[config.mk]
export PLATFORM = sky130hd
export DESIGN_NAME = pfp_div
export DESIGN_NICKNAME = d
export VERILOG_FILES = /design/src/hw/rtl/pfp_pkg.sv /design/src/hw/rtl/pfp_div.sv
export SDC_FILE = /design/constraint.sdc
export NUM_CORES = 1
export LEC_CHECK = 0
export BUFFER_PORTS_ARGS = -buffer_cell sky130_fd_sc_hd__clkbuf_2
export CAP_MARGIN = 20
export CORE_UTILIZATION = 50
export DETAILED_ROUTE_END_ITERATION = 10
export PLACE_DENSITY_LB_ADDON = 0.08
export SLEW_MARGIN = 20
export SYNTH_ARGS = -nofsm -noshare
export SYNTH_HDL_FRONTEND = slang
export SYNTH_SLANG_ARGS = --single-unit
[constraint.sdc]
create_clock -name clock -period 3.7 [get_ports clock]
set_input_delay 0.185 -clock clock [delete_from_list [all_inputs] [get_ports clock]]
set_output_delay 0.185 -clock clock [all_outputs]
set_load 0.05 [all_outputs]
[src/hw/rtl/pfp_pkg.sv]
// Shared constants and control types of the proportional-fair user picker.
package pfp_pkg;

   localparam int NUM_USERS_DEF          = 8;
   localparam int RATE_FRACTION_BITS_DEF = 16;
   localparam int RATE_BITS              = 32;
   localparam int WINDOW_BITS            = 16;
   localparam int USER_FIELD_BITS        = 3;
   localparam logic [WINDOW_BITS-1:0] WINDOW_RESET = 16'd100;

   localparam logic OP_LOAD = 1'b0;
   localparam logic OP_TICK = 1'b1;

   typedef struct packed {
      logic shift;
      logic div_start;
      logic div_step;
      logic commit;
   } cell_ctl_type;

   typedef struct packed {
      logic clear;
      logic mul;
      logic sum;
      logic decide;
   } cmp_ctl_type;

endpackage

[src/hw/rtl/pfp_div.sv]
// Bit-serial restoring divider by the averaging window.
module pfp_div #(
   parameter int WIDTH = 48
) (
   input  logic                                clock,
   input  logic                                start,
   input  logic                                step,
   input  logic [WIDTH-1:0]                    dividend,
   input  logic [pfp_pkg::WINDOW_BITS-1:0]     divisor,
   output logic [WIDTH-1:0]                    quotient
);
   import pfp_pkg::*;

   logic [WIDTH-1:0]       dvd_ff, dvd_in;
   logic [WINDOW_BITS-1:0] rem_ff, rem_in;
   logic [WINDOW_BITS:0]   trial;

   always_comb begin
      dvd_in = dvd_ff;
      rem_in = rem_ff;
      trial  = {rem_ff, dvd_ff[WIDTH-1]};
      if (start) begin
         dvd_in = dividend;
         rem_in = '0;
      end else if (step) begin
         if (trial >= {1'b0, divisor}) begin
            rem_in = WINDOW_BITS'(trial - {1'b0, divisor});
            dvd_in = {dvd_ff[WIDTH-2:0], 1'b1};
         end else begin
            rem_in = trial[WINDOW_BITS-1:0];
            dvd_in = {dvd_ff[WIDTH-2:0], 1'b0};
         end
      end
   end

   always_ff @(posedge clock) begin
      dvd_ff <= dvd_in;
      rem_ff <= rem_in;
   end

   assign quotient = dvd_ff;

endmodule

Word level (Yosys, flattened, before mapping)
Cells that the tools add are included.

Bits in registers: 64. Word-level logic and storage cells: 9.

Add/subtract/negate cells: 1. Muxes and demuxes: 4. $lt $le $gt $ge: 1. Reductions and logical operators: 1.

Operator list (count): 2-to-1 mux 48 bit (2); greater-or-equal comparator 17 x 16 -> 1 bit (1); 2-to-1 mux 16 bit (1); subtractor 16 bit (1); nonzero test 2 bit (1); 2-to-1 mux 1 bit (1).

Depth between registers and ports, before layout
Depth in word-level cells: 4. Gate-level depth with buffers: 10. Depth with buffers taken out: 9.

Worst setup path before layout
OpenSTA, ideal clock, no wires.

Path type: register -> register. Start point: reg dvd_ff[47] (netlist: quotient[47]). End point: reg rem_ff[7]. Data required time: 3.609 ns. Data arrival time: 2.407 ns. Cell stages (with the launch flop): 9. Setup slack: 1.202 ns. Period minus slack after synthesis: 2.498 ns. Setup time: 0.091 ns. Path through: edfxtp_1 -> inv_1 -> ha_1 -> nand2b_1 -> a21oi_2 -> o21bai_2 -> a2111o_1 -> a211o_1 -> a311oi_1.

Longest elaborated chain between the ends: 2. Elaborated cells on any way between the ends: 3.

Ends and longest elaborated chain: start, declared (RTL line pfp_div.sv:14) `logic [WIDTH-1:0] dvd_ff, dvd_in;`; start signal, assigned (RTL line pfp_div.sv:37) `dvd_ff <= dvd_in;`; subtractor 16 bit or greater-or-equal comparator 17 x 16 -> 1 bit (tied branches) (RTL line pfp_div.sv:27, pfp_div.sv:26); 2-to-1 mux 16 bit (*) (RTL line pfp_div.sv:26) `if (trial >= {1'b0, divisor}) begin`; end signal, assigned (RTL line pfp_div.sv:38) `rem_ff <= rem_in;`; end, declared (RTL line pfp_div.sv:15) `logic [WINDOW_BITS-1:0] rem_ff, rem_in;`.

Mark *: on every way between the ends. The rest lies on a longest branch, timed or not. A chain may end at the register's enable or synchronous reset.

Worst setup path after layout
Start point: reg rem_ff[5]. End point: reg dvd_ff[0] (netlist: quotient[0]), data pin.

Longest elaborated chain between the ends: 4.

Ends and longest elaborated chain: greater-or-equal comparator 17 x 16 -> 1 bit (RTL line pfp_div.sv:26); 2-to-1 mux 1 bit (RTL line pfp_div.sv:26); 2-to-1 mux 48 bit (RTL line pfp_div.sv:25) `end else if (step) begin`; 2-to-1 mux 48 bit (RTL line pfp_div.sv:22) `if (start) begin`; net dvd_in[0] (RTL line pfp_div.sv:14).

The timed path passes the listed nets, and every way through them passes these cells. The select of a mux whose other input is x is not followed.

==> results.py <==
metrics = {
    "finish": {
        "design_area_sq_um": 4600,
        "syn_to_final_growth_pct": 21.1,
        "antenna_cells": 0,
        "nFillCells": 629,
        "final_cell_mix": "clkbuf_2 (114), mux2_2 (48), edfxtp_1 (48), nor2_1 (24), inv_1 (21)",
        "drive_above_1_share_pct": 41.7,
        "final_common_cell": "clkbuf_2",
        "fin_nets": 535,
    },
    "placement": {
        "dpl.hpwl_um": 6210,
        "place_area_sq_um": 4440,
        "gp_congestion": 0.880,
        "portBuffers": 114,
    },
    "setup_path": {
        "crit_type": "flop to flop",
        "cp-endpoint": "quotient[0]$_DFFE_PP_",
        "crit_path_start_kind": "flop",
        "required_ns": 3.78,
        "r2r-start": "rem_ff[5]$_SDFFE_PP0P_",
        "r2r_cells": 7,
        "cp.arrival_ns": 2.78,
        "r2r_slack_ns": 1.00,
        "crit_start": "rem_ff[5]$_SDFFE_PP0P_",
        "timing.rr.end": "quotient[0]$_DFFE_PP_",
        "worst-path-max-fanout": 17,
        "end_kind": "flop",
    },
    "sta": {
        "timing.fmax_ghz": 0.371,
        "grt_setup_unrepaired": "false",
        "worstMarginPinSlew_ns": 0.790,
        "drv_slew": 0,
        "whs_ns": 0.154,
        "timing.final.crit_share_pct": 72.9,
        "relSlewSlack_pct": 47.3,
        "finClkSkew_ns": 0.00974,
        "setup_viol": 0,
        "timing.setup.tns_ns": 0,
        "period_minus_slack_ns": 2.70,
        "hold_viol": 0,
    },
    "yosys": {
        "syn_avg_cell_area_sq_um": 11.1,
        "yosysWarnings": 0,
        "ys_seq_area_share_pct": 46.3,
        "synthFlopType": "edfxtp_1",
        "synth_area_sq_um": 3800,
        "synth_cell_type_count": 55,
        "syn_nets": 426,
        "synth_seq_cells": 64,
        "synth_edf_count": 48,
        "synthArstFlopShare_pct": 0,
        "synthCells": 342,
    },
    "power": {
        "p_per_area_nw_per_um2": 439,
        "ir_worst_vdd_mv": 0.337,
        "p_leak_nw": 2.00,
    },
    "clocking": {
        "clk_latency_ns": 0.33,
        "clkTransAtPathRegs_ns": 0.07,
        "clock_sinks": 64,
        "hold_buffers": 0,
        "cts_tree": "yes",
        "clk_path_buf_depth": 2,
        "root_buffer": "clkbuf_8",
        "cts_setup_buffers": 0,
        "numCtsBuffers": 9,
        "cts_resized": 0,
        "h-tree-depth": 3,
    },
    "die": {
        "dieArea_sq_um": 7950,
        "core_area_sq_um": 7290,
        "num_io_pins": 115,
        "fp.dieW_um": 89.2,
        "die_h_um": 89.2,
        "num_rows": 31,
        "start_util_pct": 52.1,
    },
    "drt": {
        "viasPerCell": 5.63,
        "drc_errors": 0,
        "drtAntennaViolNets": 0,
        "drt_first_pass_iters": 8,
        "routedWlPerCell_um": 15.5,
        "wl_um": 8580,
        "drt_iter0_drc": 148,
        "vias": 3122,
    },
    "hold_path": {
        "min_from": "dividend[29]",
        "worstHoldPathType": "input port to flop",
        "holdPathStages": 2,
    },
    "grt": {
        "grt_usage_pct": 21.0,
        "grt_first_pass_wirelength_um": 12600,
        "grt_max_degree": 66,
        "grt.overflow.total": 0,
        "antenna_found_initial": 0,
        "grt_pass1_vias": 2743,
    },
    "run_status": {
        "status": "finished clean",
    },
    "run": {
        "drv_cap": 0,
    },
}
-- Yosys cell counts, drive strengths merged, types with 2 or more instances --
cell      n  share of area, %
edfxtp   48                38
mux2     48                14
nor2     24               2.4
inv      21               2.1
a21oi    17               2.3
dfxtp    16               8.4
ha       16               5.3
nand2    16               1.6
nand3    16               2.1
clkbuf   12               1.2
o21ai    11               1.4
a311oi   10               2.3
a21o      7               1.6
buf       7               1.0
xnor2     6               1.4
nand2b    4              0.66
nand4     4              0.66
nor3b     4              0.79
a211oi    3              0.72
and3      3              0.49
mux2i     3              0.79
nor3      3              0.39
o211ai    3              0.59
o21bai    3              0.69
o31ai     3              0.59
o41ai     3              0.69
xor2      3              0.69
a2111oi   2              0.79
a211o     2              0.46
a21boi    2              0.39
a221oi    2              0.46
a31oi     2              0.33
nor2b     2              0.33
o2111a    2              0.59
o311ai    2              0.46
or3       2              0.33
-- cells by family after synthesis --
kind of cell | Yosys count | share of synthesized area (%)
muxes | 51 | 15.0
AOI/OAI and AO/OA | 81 | 16.3
xor gates and xnor gates | 9 | 2.07
buffers and inverters | 40 | 4.31
DFF | 64 | 46.3
and+or+nand+nor | 80 | 10.2
adders and majority gates | 17 | 5.79
-- stage by stage --
stage / power (mW) / utilization, % / worst slack (ns) / instances
after CTS: 2.03 / 63.1 / 1.01 / 555
final: 2.02 / 63.1 / 1.00 / 555
after global routing: 2.12 / 63.1 / 0.882 / 555
after detailed placement: 1.53 / 60.8 / 1.01 / 539
after global placement: 1.52 / 60.8 / 1.08 / 539
after floorplan: 1.38 / - / 1.20 / 342
-- cell type report --
| type | count | area, sq um | share of cell area [%] |
|---|---|---|---|
| inverter | 21 | 78.8 | 1.71 |
| clock inverter | 6 | 36.3 | 0.788 |
| timing repair buffer | 117 | 593 | 12.9 |
| tap | 99 | 124 | 2.69 |
| multi-input combinational | 238 | 1880 | 40.9 |
| sequential | 64 | 1760 | 38.3 |
| clock buffer | 10 | 128 | 2.77 |
-- registers in the layout (all words and copies together), names as in the netlist --
signal and flops:
quotient 48, rem_ff 16
-- report_power, final --
part | internal (mW) | leakage, nW | switching [mW]
sequential | 0.858 | 0.622 | 0.0408
combinational | 0.206 | 1.31 | 0.412
clock | 0.238 | 0.0757 | 0.268
total | 1.30 | 2.00 | 0.720
-- routing by layer --
layer  vias to the layer above  track usage, %  wire length, um
li1                       1522               -                -
met1                      1481            29.2             3990
met2                       107            31.9             3940
met3                        12            5.45              518
met4                         0            7.07              129
met5                         -               0                0
-- critical path, stage by stage (launching register included) --
cell and delay (ns):
dfxtp_1 0.33, ha_1 0.41, a21o_4 0.27, a31o_4 0.25, a21oi_1 0.21, a2111o_1 0.55, nand2_1 0.14, mux2_2 0.28
-- how the worst min path moves through the flow --
stage	to	slack, ns
4_1_cts	quotient[4]$_DFFE_PP_	0.14
2_1_floorplan	rem_ff[15]$_SDFFE_PP0P_	0.38
6_report	quotient[29]$_DFFE_PP_	0.15
5_1_grt	quotient[33]$_DFFE_PP_	0.14
3_3_place_gp	quotient[5]$_DFFE_PP_	0.49
3_5_place_dp	quotient[29]$_DFFE_PP_	0.49
No activity file was read; power rests on OpenSTA's default activity.
