## src/hw/rtl/pfp_pkg.sv

```systemverilog
// Shared constants and control types of the proportional-fair user picker.
package pfp_pkg;

   localparam int NUM_USERS_DEF          = 8;
   localparam int RATE_FRACTION_BITS_DEF = 16;
   localparam int RATE_BITS              = 32;
   localparam int WINDOW_BITS            = 16;
   localparam int USER_FIELD_BITS        = 3;
   localparam logic [WINDOW_BITS-1:0] WINDOW_RESET = 16'd100;

   localparam logic OP_LOAD = 1'b0;
   localparam logic OP_TICK = 1'b1;

   typedef struct packed {
      logic shift;
      logic div_start;
      logic div_step;
      logic commit;
   } cell_ctl_type;

   typedef struct packed {
      logic clear;
      logic mul;
      logic sum;
      logic decide;
   } cmp_ctl_type;

endpackage

```

## src/hw/rtl/pfp_div.sv

```systemverilog
// Bit-serial restoring divider by the averaging window.
module pfp_div #(
   parameter int WIDTH = 48
) (
   input  logic                                clock,
   input  logic                                start,
   input  logic                                step,
   input  logic [WIDTH-1:0]                    dividend,
   input  logic [pfp_pkg::WINDOW_BITS-1:0]     divisor,
   output logic [WIDTH-1:0]                    quotient
);
   import pfp_pkg::*;

   logic [WIDTH-1:0]       dvd_ff, dvd_in;
   logic [WINDOW_BITS-1:0] rem_ff, rem_in;
   logic [WINDOW_BITS:0]   trial;

   always_comb begin
      dvd_in = dvd_ff;
      rem_in = rem_ff;
      trial  = {rem_ff, dvd_ff[WIDTH-1]};
      if (start) begin
         dvd_in = dividend;
         rem_in = '0;
      end else if (step) begin
         if (trial >= {1'b0, divisor}) begin
            rem_in = WINDOW_BITS'(trial - {1'b0, divisor});
            dvd_in = {dvd_ff[WIDTH-2:0], 1'b1};
         end else begin
            rem_in = trial[WINDOW_BITS-1:0];
            dvd_in = {dvd_ff[WIDTH-2:0], 1'b0};
         end
      end
   end

   always_ff @(posedge clock) begin
      dvd_ff <= dvd_in;
      rem_ff <= rem_in;
   end

   assign quotient = dvd_ff;

endmodule

```

## src/hw/rtl/pfp_cell.sv

```systemverilog
// One user cell: rate, eligibility and mean served rate, with its own divider.
module pfp_cell #(
   parameter int MEAN_BITS = 48
) (
   input  logic                                clock,
   input  logic                                reset,
   input  pfp_pkg::cell_ctl_type               ctl,
   input  logic                                sel,
   input  logic [pfp_pkg::RATE_BITS-1:0]       load_rate,
   input  logic                                load_elig,
   input  logic [pfp_pkg::WINDOW_BITS-1:0]     divisor,
   input  logic [MEAN_BITS-1:0]                add_value,
   input  logic [pfp_pkg::RATE_BITS-1:0]       shift_rate,
   input  logic                                shift_elig,
   input  logic [MEAN_BITS-1:0]                shift_mean,
   output logic [pfp_pkg::RATE_BITS-1:0]       rate,
   output logic                                elig,
   output logic [MEAN_BITS-1:0]                mean
);
   import pfp_pkg::*;

   logic [RATE_BITS-1:0] rate_ff, rate_in;
   logic                 elig_ff, elig_in;
   logic [MEAN_BITS-1:0] mean_ff, mean_in;
   logic [MEAN_BITS-1:0] quot;
   logic [MEAN_BITS-1:0] decayed;
   logic [MEAN_BITS:0]   total;

   pfp_div #(.WIDTH(MEAN_BITS)) u_div (
      .clock    (clock),
      .start    (ctl.div_start),
      .step     (ctl.div_step),
      .dividend (mean_ff),
      .divisor  (divisor),
      .quotient (quot)
   );

   always_comb begin
      rate_in = rate_ff;
      elig_in = elig_ff;
      mean_in = mean_ff;
      decayed = mean_ff - quot;
      total   = {1'b0, decayed} + {1'b0, add_value};
      if (ctl.shift) begin
         rate_in = shift_rate;
         elig_in = shift_elig;
         mean_in = shift_mean;
      end else if (ctl.commit) begin
         mean_in = total[MEAN_BITS] ? '1 : total[MEAN_BITS-1:0];
      end else if (sel) begin
         rate_in = load_rate;
         elig_in = load_elig;
      end
   end

   always_ff @(posedge clock) begin
      if (reset) begin
         rate_ff <= '0;
         elig_ff <= 1'b0;
         mean_ff <= '0;
      end else begin
         rate_ff <= rate_in;
         elig_ff <= elig_in;
         mean_ff <= mean_in;
      end
   end

   assign rate = rate_ff;
   assign elig = elig_ff;
   assign mean = mean_ff;

endmodule

```

## config.mk

```make
export PLATFORM = sky130hd
export DESIGN_NAME = pfp_cell
export DESIGN_NICKNAME = d
export VERILOG_FILES = /design/src/hw/rtl/pfp_pkg.sv /design/src/hw/rtl/pfp_div.sv /design/src/hw/rtl/pfp_cell.sv
export SDC_FILE = /design/constraint.sdc
export NUM_CORES = 1
export LEC_CHECK = 0
export ABC_AREA = 1
export BUFFER_PORTS_ARGS = -buffer_cell sky130_fd_sc_hd__buf_2
export CORE_AREA = 4 4 231 233
export DETAILED_ROUTE_END_ITERATION = 7
export DIE_AREA = 0 0 235 237
export PLACE_DENSITY = 0.5
export SLEW_MARGIN = 10
export SYNTH_ARGS = -nofsm -noshare
export SYNTH_HDL_FRONTEND = slang
export SYNTH_HIERARCHICAL = 1
export SYNTH_SLANG_ARGS = --single-unit
```

## constraint.sdc

```tcl
create_clock -name clock -period 3.8 [get_ports clock]
set_input_delay 0.76 -clock clock [delete_from_list [all_inputs] [get_ports clock]]
set_output_delay 0.76 -clock clock [all_outputs]
set_load 0.005 [all_outputs]
```

# After elaboration in Yosys (flattened, before gate mapping)
# Index checks and enable logic that the tools add are counted.
# totals
ff_bits	145
inputBits	185
output_inout_bits	81
# classes
add_sub_neg	3
order_cmp	1
n_eq_ne	1
mux	13
reduce_logical	4
# op_table
op	count
$mux W48	5
$mux W32	3
$add A48 B48 Y49	1
$sub A48 B48 Y48	1
$ge A17 B16 Y1	1
$mux W16	1
$sub A16 B16 Y16	1
$reduce_bool A2 Y1	3
$mux W1	4
$ne A2 B1 Y1 const B	1
$reduce_and A2 Y1	1

# Longest topological paths before layout
# Gate-level depths: netlist of the first run.
# logic_depth
word_depth	5
depth_mapped	29
ltp_nobuf	28

# Hierarchy
# The synthesis of the first run kept the hierarchy.
# by_module_without_submodules
mod	n_inst	cells_each	area_per_inst_um2
pfp_cell	1	2084	11415.9
pfp_div	1	530	3896.2

# Least setup slack after synthesis of the first run
# No wires, ideal clock.
# synth_timing
kind	reg-to-reg
from	reg mean_ff[0], in the netlist mean[0]
to	reg mean_ff[40], in the netlist mean[40]
setup_ns	0.069
t_arrival_ns	3.332
required_time_ns	3.731
slack_ns	0.399
stages_incl_launch_ff	30
n_path_buf	1
period_less_slack_ns	3.401
cell_sequence	dfxtp_1 > inv_1 > ha_1 > inv_1 > fa_1 > nand3_1 > nand2_1 > nand4_1 > nand2_1 > nand2_1 > nand2_1 > nand3_1 > nand2_1 > nand2_1 > nand2_1 > xor2_1 > ha_1 > nand2_1 > nor2_2 > inv_2 > nor2_2 > nand2_1 > nor2_1 > nand2_1 > nand3_2 > inv_2 > buf_6 > nand3_2 > nand2_1 > a21oi_2
# synth_between
elab_chain_len	5
# synth_rtl
element	line	rtl
start: declaration	pfp_cell.sv:24	logic [MEAN_BITS-1:0] mean_ff, mean_in;
start signal: assignment	pfp_cell.sv:64	mean_ff <= mean_in;
$sub A48 B48 Y48	pfp_cell.sv:42	decayed = mean_ff - quot;
$add A48 B48 Y49	pfp_cell.sv:43	total = {1'b0, decayed} + {1'b0, add_value};
$mux W48	pfp_cell.sv:49	mean_in = total[MEAN_BITS] ? '1 : total[MEAN_BITS-1:0];
$mux W48	pfp_cell.sv:48	end else if (ctl.commit) begin
$mux W48	pfp_cell.sv:44	if (ctl.shift) begin
# Every way passes these cells. The select of a mux whose other input is x is not followed.
# A chain may end at the register's enable or synchronous reset.

# Worst setup path after layout of the first run
# layout_timing
from	reg mean_ff[22], in the netlist mean[22]
to	reg mean_ff[18], in the netlist mean[18]
# The elaborated chain is that of the path after synthesis.

==> results of run 1 <==
-- stage by stage --
step / worst slack [ps] / hold WS (ps) / power [mW] / TNS [ps] / instance area (um2)
2_1_floorplan: 399 / 443 / 11.6 / 0 / 15300
5_1_grt: -282 / 496 / 29.8 / -10350 / 24500
4_1_cts: -36.3 / 475 / 25.4 / -344 / 23000
3_5_place_dp: -550 / 462 / 20.9 / -20390 / 20400
6_report: -97.8 / 470 / 27.8 / -1100 / 24500
3_3_place_gp: -683 / 458 / 20.9 / -25790 / 20400
-- kinds of logic (layout without fill, tap and decap cells) --
| kind of cell | Yosys count | after routing | share of synthesized area |
|---|---|---|---|
| simple gates | 1493 | 1493 | 0.399 |
| compound gates | 305 | 305 | 0.121 |
| other cells | 0 | 1 | 0 |
| fa+ha+maj | 119 | 119 | 0.0987 |
| buf+inv | 489 | 1212 | 0.124 |
| xor+xnor | 63 | 63 | 0.0360 |
| flops | 145 | 145 | 0.221 |
-- report_power, final --
part           switching [mW]  total, mW  internal (mW)
registers               0.323       2.29           1.97
clock network           0.785       1.79           1.01
logic                    13.4       23.7           10.4
total                    14.5       27.8           13.3
-- flip-flops by register name, indices dropped and copies added, names as in the netlist --
name and cells:
elig 1, mean 48, u_div/rem_ff 16, u_div/quotient 48
rate 32
-- worst max-delay path by stage --
stage | depth (start not counted) | from | end
3_3_place_gp | 25 | u_div/quotient[9]$_DFFE_PP_ | mean[32]$_SDFFE_PP0P_
5_1_grt | 26 | u_div/quotient[40]$_DFFE_PP_ | mean[18]$_SDFFE_PP0P_
6_report | 25 | mean[22]$_SDFFE_PP0P_ | mean[18]$_SDFFE_PP0P_
4_1_cts | 25 | u_div/quotient[0]$_DFFE_PP_ | mean[31]$_SDFFE_PP0P_
2_1_floorplan | 29 | mean[0]$_SDFFE_PP0P_ | mean[40]$_SDFFE_PP0P_
3_5_place_dp | 25 | u_div/quotient[9]$_DFFE_PP_ | mean[32]$_SDFFE_PP0P_
-- layout make-up --
type	count	share of cell area
sequential	145	0.139
inverter	433	0.0667
timing repair buffer	747	0.209
multi-input combinational	1980	0.527
antenna	1	0.000102
tap	680	0.0348
clock buffer	18	0.0184
clock inverter	14	0.00629
-- cell usage after synthesis --
master,number
a22oi_1,14
buf_1,4
a21o_1,4
and3_1,4
xnor2_1,34
and2_1,6
o21bai_1,16
nand3_2,13
inv_2,10
a21oi_1,141
nand2_2,11
o21ai_1,3
inv_1,423
nand2_1,958
nor2_1,298
fa_1,3
buf_6,5
dfxtp_1,97
buf_2,6
o311ai_0,1
nor2_2,13
nand3_1,125
nand3b_1,10
buf_4,3
nor2_4,5
or2_2,1
o21ai_0,48
nand4_1,21
a31oi_1,17
nor4b_1,1
edfxtp_1,48
xor2_1,29
nand2_4,2
nor4_1,5
clkbuf_1,38
o211ai_1,1
ha_1,116
a21boi_0,2
a21oi_2,15
a311oi_1,33
nand2b_1,1
o21ai_2,7
o21a_1,3
nor3_1,19
-- worst register-to-register path: stages, from the launching register on --
cell      delay (ps)
dfxtp_1          490
ha_4             280
a21oi_2          200
nor2_2            60
nor2_2           130
o21ai_1          100
o21bai_1         190
buf_4            150
buf_4            120
nand4_1          130
nand3_1          100
nand2_1           90
nand2_2          100
ha_4             250
nand2_1           90
a21oi_1           70
nor2_1           140
nand2_2           90
a21oi_4          140
nand3_4          100
nor2_4           190
buf_12           170
buf_16           140
nand2_1           60
nand2_1           90
a21oi_1           70
-- cells in the final DEF (no fill, tap or decap), types with 7 or more instances in the layout --
cell type	Yosys	final
buf_2	6	265
clkbuf_16	0	19
a311oi_1	33	33
nor2_1	298	220
ha_1	116	51
edfxtp_1	48	48
nand2_2	11	129
inv_1	423	385
nand2_4	2	27
nand4_1	21	21
inv_2	10	46
o21ai_0	48	23
a22oi_1	14	14
buf_6	5	7
nand3_2	13	34
o21ai_1	3	12
nor2_2	13	60
o21bai_1	16	12
xor2_1	29	20
a21oi_1	141	64
dfxtp_1	97	91
xnor2_1	34	20
a31oi_1	17	8
o21ai_2	7	18
ha_4	0	61
a21oi_4	0	14
buf_4	3	465
nor2_4	5	36
nor3_1	19	10
a21oi_2	15	78
nand2_1	958	815
nand3_1	125	94
nand3b_1	10	10
nand3_4	0	10
xnor2_2	0	12
-- per-layer routing --
metal	track usage	up-vias	routed length [um]
met5	0	-	13
met4	0.126	2	4000
met3	0.0438	129	3940
met2	0.430	593	34700
met1	0.311	8704	31500
li1	-	9643	-
-- timing repair --
action	in CTS	in global routing
hold endpoints to repair	0	0
gates cloned	3	1
setup endpoints to repair	48	48
resized for setup	316	347
setup buffers	38	23
pin swaps	90	133
==> flow_metrics.env, run 1 <==
export IMPL_multi_input_area_um2=12900
export IMPL_status="complete, but fails checks"
export IMPL_syn_inst=2614
export IMPL_drt_wl_total_mm=74.1
export IMPL_synth_fp_nets=2918
export IMPL_leakagePower_nw=12.6
export IMPL_ys_types=44
export IMPL_clock_latency_ps=490
export IMPL_dpl_cell_count=3924
export IMPL_rrSetupSlack_ps=-100
export IMPL_avgViaCountPerCell=4.75
export IMPL_worstHoldPathType="reg -> reg"
export IMPL_crit_required_ps=4110
export IMPL_crit_type="reg -> reg"
export IMPL_ant_nets=0
export IMPL_rsz0062_at_grt="yes"
export IMPL_tightest_slew_ps=1130
export IMPL_fin_crit_ps=3900
export IMPL_die_h_um=237
export IMPL_maxCapViolCount=0
export IMPL_grt_pass1_wl_mm=109
export IMPL_relSlewSlack=0.243
export IMPL_utilization=0.478
export IMPL_gp_congestion=0.989
export IMPL_ys_top_cells_by_area="nand2_1 (23%), dfxtp_1 (13%), inv_1 (10%), ha_1 (9.5%), edfxtp_1 (9.4%)"
export IMPL_hpwl_mm=60.2
export IMPL_numCtsBuffers=17
export IMPL_crit_fanout=6
export IMPL_holdPathEnd="u_div/rem_ff[14]$_SDFFE_PP0P_"
export IMPL_regArea_um2=3390
export IMPL_power_density_nw_per_um2=1140
export IMPL_finalNonFillerCells=4018
export IMPL_slowest_stage="dfxtp_1"
export IMPL_drt_pass1_iter_count=6
export IMPL_crit_family="simple AND/OR/NAND/NOR gates"
export IMPL_drive_above_1_share=0.409
export IMPL_slew_violations=0
export IMPL_end_kind="register"
export IMPL_cts_tree="yes"
export IMPL_dieArea_um2=55700
export IMPL_grt_max_degree=67
export IMPL_cts_sinks=145
export IMPL_finalCritPeriodShare=1.03
export IMPL_cpPeakStageDelay_ps=490
export IMPL_yosys_area_top_type_share=0.235
export IMPL_grt_overflow_total=0
export IMPL_reg2reg_depth=25
export IMPL_mappedNetlistArea_um2=15300
export IMPL_start_util=0.299
export IMPL_cp_data_arrival_time_ps=4210
export IMPL_nFillCells=5293
export IMPL_htreeDepth=4
export IMPL_min_path_cells=2
export IMPL_pin_count=266
export IMPL_fin_ws_ps=-97.8
export IMPL_setup_violations=32
export IMPL_violations="setup timing"
export IMPL_grt_usage=0.254
export IMPL_min_from="u_div/rem_ff[14]$_SDFFE_PP0P_"
export IMPL_fin_skew_ps=17.7
export IMPL_hold_violations=0
export IMPL_clock_root_buffer="clkbuf_16"
export IMPL_num_rows=83
export IMPL_core_area_um2=51200
export IMPL_wl_per_cell_um=18.4
export IMPL_drc=0
export IMPL_peakVddDrop_mv=0.479
export IMPL_clkTransAtPathRegs_ps=70
export IMPL_avgSynthCellArea_um2=5.86
export IMPL_syn_to_final_growth_pct=59.8
export IMPL_worst_r2r_endpoint="mean[18]$_SDFFE_PP0P_"
export IMPL_fp_dieW_um=235
export IMPL_clockBufferDepth=2
export IMPL_antenna_found_initial=2
export IMPL_synth_seq_area_share=0.221
export IMPL_cpMostUsedCell="nand2_1"
export IMPL_nets=3628
export IMPL_grt_pass1_vias=18600
export IMPL_synth_area_leader_cell="nand2_1"
export IMPL_max_clock_freq_mhz=257
export IMPL_vias=19100
export IMPL_io_buffers=265
export IMPL_reg2reg_from="mean[22]$_SDFFE_PP0P_"
export IMPL_startpoint_type="register"
export IMPL_drtIter0Drc=1010
export IMPL_postCtsHoldBufs=0
export IMPL_ys_warn_count=6
export IMPL_synth_ff_latch_count=145
export IMPL_crit_buf_inv=4
Note: power is estimated with default switching activity, not from simulation.
==> run 2, diff against run 1 <==
Clock period 3.8 ns to 4.9 ns, I/O delays scaled along.
==> flow_metrics.env, run 2 (same netlist as run 1, synthesis figures left out) <==
export IMPL_status="complete, no violations"
export IMPL_vias=17300
export IMPL_pin_count=266
export IMPL_power_density_nw_per_um2=784
export IMPL_relSlewSlack=0.218
export IMPL_utilization=0.358
export IMPL_antenna_found_initial=1
export IMPL_num_rows=83
export IMPL_peakVddDrop_mv=0.304
export IMPL_drt_wl_total_mm=67.8
export IMPL_end_kind="register"
export IMPL_grt_pass1_wl_mm=100
export IMPL_wl_per_cell_um=18.9
export IMPL_path_cells="inv_1, ha_1, nand2_1, o21ai_0, a21boi_0, o21ai_0, nand2_1, nand3_1, xor2_1, buf_4, ha_1, nand2_1, inv_1, nand2_1, nand2_1, nand2_1, nand2_1, a21oi_1, nand3_2, inv_2, buf_4, nand3_2, nand2_1, a21oi_2"
export IMPL_finalCritPeriodShare=0.966
export IMPL_slowest_stage="o21ai_0"
export IMPL_htreeDepth=4
export IMPL_start_util=0.299
export IMPL_crit_fanout=6
export IMPL_clkTransAtPathRegs_ps=70
export IMPL_cts_sinks=145
export IMPL_final_cell_mix="nand2_1 (956), inv_1 (420), nor2_1 (295)"
export IMPL_avgViaCountPerCell=4.81
export IMPL_worstHoldPathType="reg -> reg"
export IMPL_maxCapViolCount=0
export IMPL_slew_violations=0
export IMPL_cp_data_arrival_time_ps=5050
export IMPL_clock_latency_ps=480
export IMPL_rsz0062_at_grt="no"
export IMPL_io_buffers=265
export IMPL_ant_nets=0
export IMPL_hold_violations=0
export IMPL_leakagePower_nw=9.95
export IMPL_multi_input_area_um2=10100
export IMPL_crit_type="reg -> reg"
export IMPL_grt_pass1_vias=16400
export IMPL_final_common_cell="nand2_1"
export IMPL_postCtsHoldBufs=0
export IMPL_cpMostUsedCell="nand2_1"
export IMPL_fp_dieW_um=235
export IMPL_gp_congestion=0.979
export IMPL_clockBufferDepth=2
export IMPL_nFillCells=5774
export IMPL_drc=0
export IMPL_regArea_um2=3390
export IMPL_syn_to_final_growth_pct=19.6
export IMPL_grt_usage=0.235
export IMPL_cts_tree="yes"
export IMPL_grt_overflow_total=0
export IMPL_die_h_um=237
export IMPL_dieArea_um2=55700
export IMPL_drive_above_1_share=0.154
export IMPL_max_clock_freq_mhz=211
export IMPL_tightest_slew_ps=1170
export IMPL_setup_violations=0
export IMPL_clock_root_buffer="clkbuf_16"
export IMPL_core_area_um2=51200
export IMPL_fin_crit_ps=4740
export IMPL_total_power_mw=14.4
export IMPL_crit_required_ps=5220
export IMPL_startpoint_type="register"
export IMPL_fin_skew_ps=27.3
export IMPL_cpPeakStageDelay_ps=520
export IMPL_drt_pass1_iter_count=6
export IMPL_numCtsBuffers=17
export IMPL_n_antenna_cell=0
export IMPL_drtIter0Drc=1234
export IMPL_hpwl_mm=57.8
export IMPL_grt_max_degree=67
export IMPL_nets=3206
[run 2: cell count changes in the layout (fill, tap and decap cells not counted), moves of 61 or more]
cell / delta
ha_1: +64
nand2_1: +141
a21oi_2: -63
buf_4: -407
a21oi_1: +77
nand2_2: -116
nor2_1: +75
ha_4: -61
[run 2: what timing repair did]
action                                  CTS  global route
buffers inserted                          0             6
endpoints found under the setup margin    0            48
resized for setup                         0            12
[run 2: critical path, delay by kind of cell (launching register included)]
kind            cells  cell delay, ps
simple gates       11            1330
compound gates      5            1410
buf+inv             5             670
flops               1             360
fa+ha+maj           2             620
xor+xnor            1             200
[run 2: layout make-up]
| class | count | area share |
|---|---|---|
| Clock buffer | 21 | 0.0263 |
| Inverter | 433 | 0.0888 |
| Tap cell | 680 | 0.0465 |
| Clock inverter | 11 | 0.00424 |
| Multi-Input combinational cell | 1980 | 0.551 |
| Sequential cell | 145 | 0.185 |
| Timing Repair Buffer | 325 | 0.0984 |
[run 2: path summary, 6_finish.rpt]
check	from	end	slack, ps	cells after the start
hold reg to reg	u_div/rem_ff[12]$_SDFFE_PP0P_	u_div/rem_ff[12]$_SDFFE_PP0P_	470	2
setup / recovery	u_div/quotient[5]$_DFFE_PP_	mean[32]$_SDFFE_PP0P_	160	24
hold / removal	u_div/rem_ff[12]$_SDFFE_PP0P_	u_div/rem_ff[12]$_SDFFE_PP0P_	470	2
setup reg to reg	u_div/quotient[5]$_DFFE_PP_	mean[32]$_SDFFE_PP0P_	160	24
[run 2: per-stage QoR]
stage | hold slack, ps | cells | area [um2] | worst slack (ps) | setup TNS, ps
final | 472 | 3595 | 18300 | 164 | 0
after global routing | 508 | 3595 | 18300 | 16.2 | 0
after CTS | 479 | 3589 | 18200 | 2.89 | 0
after detailed placement | 464 | 3557 | 17700 | 25.4 | 0
after global placement | 461 | 3557 | 17700 | -58.4 | -60.6
after floorplan | 443 | 2614 | 15300 | 1500 | 0
[run 2: report_power, final]
| part | leakage, nW | internal (mW) | total, mW | switching, mW |
|---|---|---|---|---|
| registers | 1.32 | 1.52 | 1.75 | 0.230 |
| clock network | 0.283 | 0.705 | 1.29 | 0.581 |
| logic | 8.35 | 3.60 | 11.3 | 7.72 |
[run 2: routing by layer]
metal / global-route usage / vias to the layer above / share of wire
li1: - / 8799 / -
met1: 0.294 / 7819 / 0.43
met2: 0.402 / 594 / 0.47
met3: 0.0437 / 77 / 0.060
met4: 0.0909 / 2 / 0.038
met5: 0 / - / 0.00019
